File: config.mk
export PLATFORM = sky130hd
export DESIGN_NAME = frame_rate_estimator
export DESIGN_NICKNAME = d
export VERILOG_FILES = /design/src/hw/rtl/fre_pkg.sv /design/src/hw/rtl/fre_front.sv /design/src/hw/rtl/fre_queue.sv /design/src/hw/rtl/fre_back.sv /design/src/hw/rtl/frame_rate_estimator.sv
export SDC_FILE = /design/constraint.sdc
export NUM_CORES = 1
export LEC_CHECK = 0
export BUFFER_PORTS_ARGS = -buffer_cell sky130_fd_sc_hd__buf_2
export CORE_MARGIN = 2
export CORE_UTILIZATION = 37
export CTS_CLUSTER_DIAMETER = 50
export DETAILED_ROUTE_END_ITERATION = 12
export HOLD_SLACK_MARGIN = 0.15
export MAX_ROUTING_LAYER = met4
export SKIP_LAST_GASP = 1
export SLEW_MARGIN = 20
export SYNTH_ARGS = -nofsm -noshare
export SYNTH_HDL_FRONTEND = slang
export SYNTH_HIERARCHICAL = 1
export SYNTH_SLANG_ARGS = --single-unit
File: constraint.sdc
create_clock -name clk -period 14.5 [get_ports clk]
set_input_delay 2.9 -clock clk [delete_from_list [all_inputs] [get_ports clk]]
set_output_delay 2.9 -clock clk [all_outputs]
set_load 0.005 [all_outputs]
File: src/hw/rtl/fre_pkg.sv
// shared types and constants for the frame rate estimator
package fre_pkg;

	localparam int TIME_W   = 32;
	localparam int RATE_W   = 25;
	localparam int GAP_W    = 16;
	localparam int SUSP_W   = 4;
	localparam int FRAMES_W = 8;
	localparam int WIN_W    = 8;
	localparam int IDX_W    = 3;

	localparam int SCALE_W = 17;
	localparam logic [SCALE_W-1:0] RATE_SCALE = SCALE_W'(100000);

	localparam int Q_DEPTH = 2;

	localparam logic [IDX_W-1:0] REG_START_RATE      = IDX_W'(0);
	localparam logic [IDX_W-1:0] REG_STALL_GAP_MS    = IDX_W'(1);
	localparam logic [IDX_W-1:0] REG_FAST_WINDOW_MS  = IDX_W'(2);
	localparam logic [IDX_W-1:0] REG_SLOW_WINDOW_MS  = IDX_W'(3);
	localparam logic [IDX_W-1:0] REG_MAX_SUSPENSIONS = IDX_W'(4);

	localparam logic [RATE_W-1:0] START_RATE_RST      = RATE_W'(3200);
	localparam logic [GAP_W-1:0]  STALL_GAP_MS_RST    = GAP_W'(250);
	localparam logic [GAP_W-1:0]  FAST_WINDOW_MS_RST  = GAP_W'(50);
	localparam logic [GAP_W-1:0]  SLOW_WINDOW_MS_RST  = GAP_W'(80);
	localparam logic [SUSP_W-1:0] MAX_SUSPENSIONS_RST = SUSP_W'(2);

	typedef struct packed {
		logic [GAP_W-1:0]  stall_gap_ms;
		logic [GAP_W-1:0]  fast_window_ms;
		logic [GAP_W-1:0]  slow_window_ms;
		logic [SUSP_W-1:0] max_suspensions;
	} cfg_t;

	typedef struct packed {
		logic                susp;
		logic                upd;
		logic [FRAMES_W-1:0] frames;
		logic [TIME_W-1:0]   dt;
		logic [WIN_W-1:0]    win;
	} cmd_t;

endpackage

File: src/hw/rtl/fre_front.sv
// front end: gap classification, window bookkeeping and window size adaptation
module fre_front #(
	parameter int MAX_WINDOW = 255
) (
	input  logic                        clk,
	input  logic                        arst_n,
	input  logic                        in_valid,
	output logic                        in_stall,
	input  logic [fre_pkg::TIME_W-1:0]  time_ms,
	input  fre_pkg::cfg_t               cfg,
	input  logic                        q_full,
	output logic                        q_push,
	output fre_pkg::cmd_t               q_cmd
);

	localparam int WS_W = $clog2(MAX_WINDOW + 1);
	localparam int CW   = (WS_W > fre_pkg::FRAMES_W) ? WS_W : fre_pkg::FRAMES_W;

	logic [fre_pkg::TIME_W-1:0]   last_q;
	logic [fre_pkg::TIME_W-1:0]   wstart_q;
	logic [fre_pkg::FRAMES_W-1:0] frames_q;
	logic [WS_W-1:0]              ws_q;
	logic [fre_pkg::SUSP_W-1:0]   susp_q;

	logic                         accept;
	logic [fre_pkg::TIME_W-1:0]   gap;
	logic [fre_pkg::TIME_W-1:0]   dt;
	logic                         long_gap;
	logic                         drop;
	logic [fre_pkg::FRAMES_W-1:0] frames_inc;
	logic                         close;
	logic                         upd;
	logic [WS_W-1:0]              ws_adapt;
	logic [WS_W-1:0]              ws_next;
	logic [CW-1:0]                ws_ext;
	logic [CW-1:0]                ws_cur_ext;

	assign in_stall = q_full;
	assign accept   = in_valid && !in_stall;

	assign gap        = time_ms - last_q;
	assign long_gap   = (last_q != '0) && (time_ms > last_q) &&
		(gap > fre_pkg::TIME_W'(cfg.stall_gap_ms));
	assign drop       = long_gap && (susp_q < cfg.max_suspensions);
	assign frames_inc = frames_q + fre_pkg::FRAMES_W'(1);
	assign dt         = time_ms - wstart_q;
	assign close      = CW'(frames_inc) == CW'(ws_q);

	always_comb begin
		if (dt < fre_pkg::TIME_W'(cfg.fast_window_ms)) begin
			ws_adapt = (ws_q < WS_W'(MAX_WINDOW)) ? ws_q + WS_W'(1) : ws_q;
		end else if (dt > fre_pkg::TIME_W'(cfg.slow_window_ms)) begin
			ws_adapt = (ws_q > WS_W'(2)) ? ws_q - WS_W'(1) : WS_W'(2);
		end else begin
			ws_adapt = ws_q;
		end
	end

	assign ws_next    = close ? ws_adapt : ws_q;
	assign upd        = close && (dt != '0);
	assign ws_ext     = CW'(ws_next);
	assign ws_cur_ext = CW'(ws_q);

	assign q_push = accept;
	always_comb begin
		q_cmd.susp   = drop;
		q_cmd.upd    = !drop && upd;
		q_cmd.frames = frames_inc;
		q_cmd.dt     = dt;
		q_cmd.win    = drop ? ws_cur_ext[fre_pkg::WIN_W-1:0] : ws_ext[fre_pkg::WIN_W-1:0];
	end

	always_ff @(posedge clk or negedge arst_n) begin
		if (!arst_n) begin
			last_q   <= '0;
			wstart_q <= '0;
			frames_q <= '0;
			ws_q     <= WS_W'(1);
			susp_q   <= '0;
		end else if (accept) begin
			last_q <= time_ms;
			if (drop) begin
				susp_q   <= susp_q + fre_pkg::SUSP_W'(1);
				wstart_q <= time_ms;
				frames_q <= '0;
			end else begin
				if (!long_gap) begin
					susp_q <= '0;
				end
				ws_q <= ws_next;
				if (upd) begin
					wstart_q <= time_ms;
					frames_q <= '0;
				end else begin
					frames_q <= frames_inc;
				end
			end
		end
	end

endmodule

File: src/hw/rtl/fre_queue.sv
// short command queue between the front end and the rate unit
module fre_queue (
	input  logic          clk,
	input  logic          arst_n,
	input  logic          push,
	input  fre_pkg::cmd_t push_cmd,
	output logic          full,
	input  logic          pop,
	output logic          valid,
	output fre_pkg::cmd_t pop_cmd
);

	localparam int PW = $clog2(fre_pkg::Q_DEPTH);

	fre_pkg::cmd_t   entry_q [fre_pkg::Q_DEPTH];
	logic [PW-1:0]   wr_ptr_q;
	logic [PW-1:0]   rd_ptr_q;
	logic [PW:0]     count_q;

	assign full    = count_q == (PW + 1)'(fre_pkg::Q_DEPTH);
	assign valid   = count_q != '0;
	assign pop_cmd = entry_q[rd_ptr_q];

	always_ff @(posedge clk) begin
		if (push) begin
			entry_q[wr_ptr_q] <= push_cmd;
		end
	end

	always_ff @(posedge clk or negedge arst_n) begin
		if (!arst_n) begin
			wr_ptr_q <= '0;
			rd_ptr_q <= '0;
			count_q  <= '0;
		end else begin
			if (push) begin
				wr_ptr_q <= wr_ptr_q + PW'(1);
			end
			if (pop) begin
				rd_ptr_q <= rd_ptr_q + PW'(1);
			end
			if (push && !pop) begin
				count_q <= count_q + (PW + 1)'(1);
			end else if (pop && !push) begin
				count_q <= count_q - (PW + 1)'(1);
			end
		end
	end

endmodule

File: src/hw/rtl/fre_back.sv
// rate unit: serial divider, rate smoothing and output register
module fre_back (
	input  logic                        clk,
	input  logic                        arst_n,
	input  logic                        q_valid,
	input  fre_pkg::cmd_t               q_cmd,
	output logic                        q_pop,
	input  logic                        load_rate,
	input  logic [fre_pkg::RATE_W-1:0]  start_rate,
	output logic                        out_valid,
	input  logic                        out_stall,
	output logic [fre_pkg::RATE_W-1:0]  frame_rate,
	output logic                        rate_updated,
	output logic                        was_suspension,
	output logic [fre_pkg::WIN_W-1:0]   window_frames
);

	localparam int NUM_W = fre_pkg::RATE_W;
	localparam int CNT_W = $clog2(NUM_W);

	typedef enum logic [1:0] {
		ST_IDLE,
		ST_MUL,
		ST_DIV,
		ST_AVG
	} state_t;

	state_t                        state_q;
	logic [fre_pkg::RATE_W-1:0]    rate_q;
	logic [fre_pkg::FRAMES_W-1:0]  frames_q;
	logic [fre_pkg::TIME_W-1:0]    dt_q;
	logic [fre_pkg::WIN_W-1:0]     win_q;
	logic [NUM_W-1:0]              num_q;
	logic [fre_pkg::TIME_W-1:0]    rem_q;
	logic [CNT_W-1:0]              cnt_q;

	logic                          out_free;
	logic [NUM_W-1:0]              prod;
	logic [fre_pkg::TIME_W:0]      rem_sh;
	logic [fre_pkg::TIME_W:0]      rem_sub;
	logic                          ge;
	logic [fre_pkg::TIME_W-1:0]    rem_next;
	logic [fre_pkg::RATE_W:0]      sum;

	assign out_free = !out_valid || !out_stall;
	assign q_pop    = (state_q == ST_IDLE) && q_valid && out_free;

	assign prod     = NUM_W'(frames_q) * NUM_W'(fre_pkg::RATE_SCALE);
	assign rem_sh   = {rem_q, num_q[NUM_W-1]};
	assign ge       = rem_sh >= {1'b0, dt_q};
	assign rem_sub  = rem_sh - {1'b0, dt_q};
	assign rem_next = ge ? rem_sub[fre_pkg::TIME_W-1:0] : rem_sh[fre_pkg::TIME_W-1:0];
	assign sum      = {1'b0, rate_q} + {1'b0, num_q};

	always_ff @(posedge clk or negedge arst_n) begin
		if (!arst_n) begin
			state_q        <= ST_IDLE;
			rate_q         <= fre_pkg::START_RATE_RST;
			out_valid      <= 1'b0;
			frame_rate     <= '0;
			rate_updated   <= 1'b0;
			was_suspension <= 1'b0;
			window_frames  <= '0;
			frames_q       <= '0;
			dt_q           <= '0;
			win_q          <= '0;
			num_q          <= '0;
			rem_q          <= '0;
			cnt_q          <= '0;
		end else begin
			if (out_valid && !out_stall) begin
				out_valid <= 1'b0;
			end
			if (load_rate) begin
				rate_q <= start_rate;
			end
			unique case (state_q)
				ST_IDLE: begin
					if (q_pop) begin
						if (q_cmd.upd) begin
							frames_q <= q_cmd.frames;
							dt_q     <= q_cmd.dt;
							win_q    <= q_cmd.win;
							state_q  <= ST_MUL;
						end else begin
							out_valid      <= 1'b1;
							frame_rate     <= rate_q;
							rate_updated   <= 1'b0;
							was_suspension <= q_cmd.susp;
							window_frames  <= q_cmd.win;
						end
					end
				end
				ST_MUL: begin
					num_q   <= prod;
					rem_q   <= '0;
					cnt_q   <= '0;
					state_q <= ST_DIV;
				end
				ST_DIV: begin
					rem_q <= rem_next;
					num_q <= {num_q[NUM_W-2:0], ge};
					cnt_q <= cnt_q + CNT_W'(1);
					if (cnt_q == CNT_W'(NUM_W - 1)) begin
						state_q <= ST_AVG;
					end
				end
				ST_AVG: begin
					if (out_free) begin
						rate_q         <= sum[fre_pkg::RATE_W:1];
						out_valid      <= 1'b1;
						frame_rate     <= sum[fre_pkg::RATE_W:1];
						rate_updated   <= 1'b1;
						was_suspension <= 1'b0;
						window_frames  <= win_q;
						state_q        <= ST_IDLE;
					end
				end
				default: begin
					state_q <= ST_IDLE;
				end
			endcase
		end
	end

endmodule

File: src/hw/rtl/frame_rate_estimator.sv
// top level of the adaptive window frame rate estimator
// usage:
//   input channel in_valid/in_stall carries one frame timestamp time_ms per item;
//   output channel out_valid/out_stall returns one result item per input item,
//   in order: frame_rate (1/100 fps), rate_updated, was_suspension, window_frames.
//   configuration write port (cfg_write, cfg_index, cfg_data): the user writes
//   it only while the block is idle (unenforced); start_rate also loads the rate.
// timing:
//   the front end classifies an item in the cycle it is accepted and queues a
//   command (two entries). a frame that does not close a window passes from its
//   queue entry into the output register. a frame that closes a window is
//   dequeued, multiplied, then divided in 25 restoring divide steps and averaged.
//   sustained rate is one item per cycle for plain frames while the output is not
//   stalled; no new item is dequeued until a window close has been averaged.
// reset:
//   arst_n clears state: rate 3200, window size 1, counters and times zero,
//   registers to their default values.
// stall:
//   a stalled result holds in the output register; the queue keeps filling and
//   in_stall rises once it is full.
module frame_rate_estimator #(
	parameter int MAX_WINDOW = 255
) (
	input  logic                        clk,
	input  logic                        arst_n,
	input  logic                        cfg_write,
	input  logic [fre_pkg::IDX_W-1:0]   cfg_index,
	input  logic [fre_pkg::RATE_W-1:0]  cfg_data,
	input  logic                        in_valid,
	output logic                        in_stall,
	input  logic [fre_pkg::TIME_W-1:0]  time_ms,
	output logic                        out_valid,
	input  logic                        out_stall,
	output logic [fre_pkg::RATE_W-1:0]  frame_rate,
	output logic                        rate_updated,
	output logic                        was_suspension,
	output logic [fre_pkg::WIN_W-1:0]   window_frames
);

	fre_pkg::cfg_t cfg_q;
	fre_pkg::cmd_t push_cmd;
	fre_pkg::cmd_t pop_cmd;
	logic          q_push;
	logic          q_full;
	logic          q_pop;
	logic          q_valid;
	logic          load_rate;

	assign load_rate = cfg_write && (cfg_index == fre_pkg::REG_START_RATE);

	always_ff @(posedge clk or negedge arst_n) begin
		if (!arst_n) begin
			cfg_q.stall_gap_ms    <= fre_pkg::STALL_GAP_MS_RST;
			cfg_q.fast_window_ms  <= fre_pkg::FAST_WINDOW_MS_RST;
			cfg_q.slow_window_ms  <= fre_pkg::SLOW_WINDOW_MS_RST;
			cfg_q.max_suspensions <= fre_pkg::MAX_SUSPENSIONS_RST;
		end else if (cfg_write) begin
			unique case (cfg_index)
				fre_pkg::REG_STALL_GAP_MS: begin
					cfg_q.stall_gap_ms <= cfg_data[fre_pkg::GAP_W-1:0];
				end
				fre_pkg::REG_FAST_WINDOW_MS: begin
					cfg_q.fast_window_ms <= cfg_data[fre_pkg::GAP_W-1:0];
				end
				fre_pkg::REG_SLOW_WINDOW_MS: begin
					cfg_q.slow_window_ms <= cfg_data[fre_pkg::GAP_W-1:0];
				end
				fre_pkg::REG_MAX_SUSPENSIONS: begin
					cfg_q.max_suspensions <= cfg_data[fre_pkg::SUSP_W-1:0];
				end
				default: begin
				end
			endcase
		end
	end

	fre_front #(
		.MAX_WINDOW(MAX_WINDOW)
	) u_front (
		.clk      (clk),
		.arst_n   (arst_n),
		.in_valid (in_valid),
		.in_stall (in_stall),
		.time_ms  (time_ms),
		.cfg      (cfg_q),
		.q_full   (q_full),
		.q_push   (q_push),
		.q_cmd    (push_cmd)
	);

	fre_queue u_queue (
		.clk      (clk),
		.arst_n   (arst_n),
		.push     (q_push),
		.push_cmd (push_cmd),
		.full     (q_full),
		.pop      (q_pop),
		.valid    (q_valid),
		.pop_cmd  (pop_cmd)
	);

	fre_back u_back (
		.clk            (clk),
		.arst_n         (arst_n),
		.q_valid        (q_valid),
		.q_cmd          (pop_cmd),
		.q_pop          (q_pop),
		.load_rate      (load_rate),
		.start_rate     (cfg_data),
		.out_valid      (out_valid),
		.out_stall      (out_stall),
		.frame_rate     (frame_rate),
		.rate_updated   (rate_updated),
		.was_suspension (was_suspension),
		.window_frames  (window_frames)
	);

endmodule
==> out/qor.csv <==
stage,metric,value,unit
run_status,status,finished clean,
drt,WL/cell,19.0,um
synthesis,Compound-Gate Fraction of Synth Area,0.174,
cells_and_area,most frequent cells in the layout,"dfrtp_1 (296), nand2_1 (250), ha_1 (230)",
timing,RSZ-0062 raised after global routing,false,
synthesis,synthesized net count,3121,
cts,Skew-Pair Late Insertion Delay,0.62,ns
synthesis,Mapped Cells,2808,
timing,relative slew slack,0.320,
cells_and_area,Final Net Count,3178,
cts,post-CTS resize count,0,
synthesis,Netlist cell types,110,
drt,Vias/cell,5.48,
synthesis,Netlist Area Pre-Place,28200,um2
cells_and_area,Syn-to-layout area delta,11.3,%
synthesis,mux share of post-synthesis cell area,0.114,
cts,Setup Buffers After CTS,0,
cts,H-tree depth,2,
cts,Clock Tree Buf Depth,3,
cells_and_area,layout cells sized above 1,0.166,
worst_setup_path,critical path data arrival time,8.29,ns
synthesis,"Seq/Total Area, Yosys",0.385,
timing,Final Hold Vio Count,0,
cts,cts bufs inserted,57,
cts,Worst-path clk slew,0.06,ns
synthesis,Post-Synth Adder-Cell Area,0.114,
placed_design,Port Buffer Count,101,
timing,Worst Max-Slew Pin Slew,1.01,ns
synthesis,XOR/XNOR Fraction of Synth Area,0.0369,
worst_setup_path,"Req. time, crit path",14.86,ns
synthesis,Synth async-reset ratio,0.758,
min_path,Hold Path Class,flop to flop,
floorplanning,I/O pin total,102,
synthesis,main combinational cell family by area after synthesis,compound AO/OA/AOI/OAI gates,
grt,initial antenna violation count,0,
synthesis,Simple-Gate Fraction of Synth Area,0.121,
worst_setup_path,Worst Setup Path Type,input port to flop,
synthesis,#FFs+latches synth,413,
run,maximum capacitance violations,0,
cts,clk root buf,clkbuf_16,
floorplanning,die area,78500,um2
timing,Clock Skew,0.0222,ns
grt,pin count of the biggest net entering global routing,154,
placed_design,RD Place Congestion,0.938,
synthesis,syn_area_per_cell,10.0,um2
worst_setup_path,Startpoint Class,input port,
grt,vias in the first global route,20800,
drt,Antenna Nets Post-Route,0,
drt,initial drt markers,1327,
cells_and_area,antenna diode count,0,
cells_and_area,"most common cell after layout, fill and taps aside",dfrtp_1,
floorplanning,Rows,101,
floorplanning,Die Span Y,280,um
cts,CTS tree,yes,
floorplanning,Starting Density,0.373,
timing,Max Slew Vio Count,0,
synthesis,Yosys warnings,6,
timing,setup TNS,0,ns
synthesis,top_reg_cell synth,dfrtp_1,
drt,DR DRC count,0,
cts,Clock Sinks,413,
drt,met3 wire len,2960,um
grt,gr usage total,0.193,
grt,GRT Residual Overflow,0,
drt,routed wl met2,34400,um
drt,Total Wirelength,74000,um
drt,Post-Route M1 WL,34400,um
floorplanning,die width,280,um
placed_design,DP Wirelength,55200,um
timing,post-route setup slack,6.57,ns
drt,highest routed layer,met4,
timing,fin crit share,0.547,
drt,Vias,21300,
timing,Finish-stage setup viols,0,
timing,min cycle time layout,7.93,ns
synthesis,"EDFF count, synth",100,
worst_setup_path,CP endpoint kind,flop,
cts,CTS hold repair buffers,0,
placed_design,pre-CTS WS,5.99,ns
timing,f_max,126,MHz
worst_setup_path,"Max FO, Critical Path",22,
grt,first-pass GRT wire length,117000,um
floorplanning,total core area,75700,um2
drt,drt pass-1 iters,6,
sequential cells by signal, summed over array words and instances (netlist names), 25 cells and up:
register,count
u_front/last_q,32
u_back/frame_rate,25
cfg_q,52
u_back/rem_q,32
u_queue/entry_q,100
u_back/num_q,25
u_front/wstart_q,32
u_back/dt_q,32
u_back/rate_q,25
critical path, cell delays in order:
cell	delay (ns)
buf_2	0.09
inv_1	0.07
ha_1	0.24
fa_1	0.41
nand2b_1	0.19
a21o_1	0.18
a311o_1	0.32
o21ai_1	0.51
xor2_1	0.13
ha_1	0.31
nand4_1	0.13
nor4_1	0.40
a22oi_1	0.18
a221o_1	0.28
nor4_1	0.23
o2111ai_1	0.34
o211ai_4	0.66
and2_0	0.34
mux2_2	0.37
logic make-up after synthesis:
| kind of cell | count (synthesis) |
|---|---|
| and+or+nand+nor | 679 |
| AOI/OAI and AO/OA | 750 |
| xor gates and xnor gates | 119 |
| adders and majority gates | 248 |
| DFF | 413 |
| muxes | 262 |
| buffers and inverters | 337 |
worst paths after layout:
check                                           start                    end  slack (ns)  cells past startpoint
worst min-delay path            u_back/was_suspension  u_back/was_suspension        0.47                      2
max in group asynchronous                      arst_n     u_front/last_q[22]       10.80                      2
worst min register to register  u_back/was_suspension  u_back/was_suspension        0.47                      2
worst max register to register      u_front/last_q[0]  u_queue/entry_q[0][1]        8.62                     17
worst max-delay path                       time_ms[0]  u_queue/entry_q[0][1]        6.57                     19
min in group asynchronous                      arst_n  u_back/frame_rate[20]        2.32                      1
cell type report:
class	instances	area, um2
repair buffers	120	671
fillers	7283	44300
clock inverters	40	452
inverters	215	807
multi-input cells	2058	15800
well taps	978	1220
clock buffers	68	1550
flip-flops and latches	413	10900
cells in the mapped netlist, drive strengths merged, types with 39 or more instances:
cell type	number	share of area
a21oi	199	0.037
o21ai	216	0.039
nand4	40	0.0091
buf	56	0.017
dfrtp	297	0.26
clkbuf	66	0.0090
mux2	185	0.087
xnor2	70	0.022
ha	232	0.10
xor2	49	0.015
inv	215	0.029
nand2	251	0.033
edfxtp	100	0.11
mux2i	77	0.027
nand3	56	0.0099
nor2	125	0.017
a21o	49	0.013
o21a	39	0.010
per-layer routing:
layer	vias to the layer above	track usage
met5	-	-
met4	0	0.0581
met3	133	0.0260
met2	427	0.308
met1	10400	0.256
li1	10300	-
through the flow:
stage,hold slack (ns),area [um2],utilization,cells
after floorplan,0.447,28200,-,2808
after global placement,0.447,29400,0.388,3784
after detailed placement,0.465,29400,0.388,3784
after CTS,0.479,31400,0.415,3892
after global routing,0.509,31400,0.415,3892
final,0.470,31400,0.415,3892
Power is left out: the tool's default activity adds up to more than one toggle a clock period on the data nets, which glitch-free logic cannot reach.
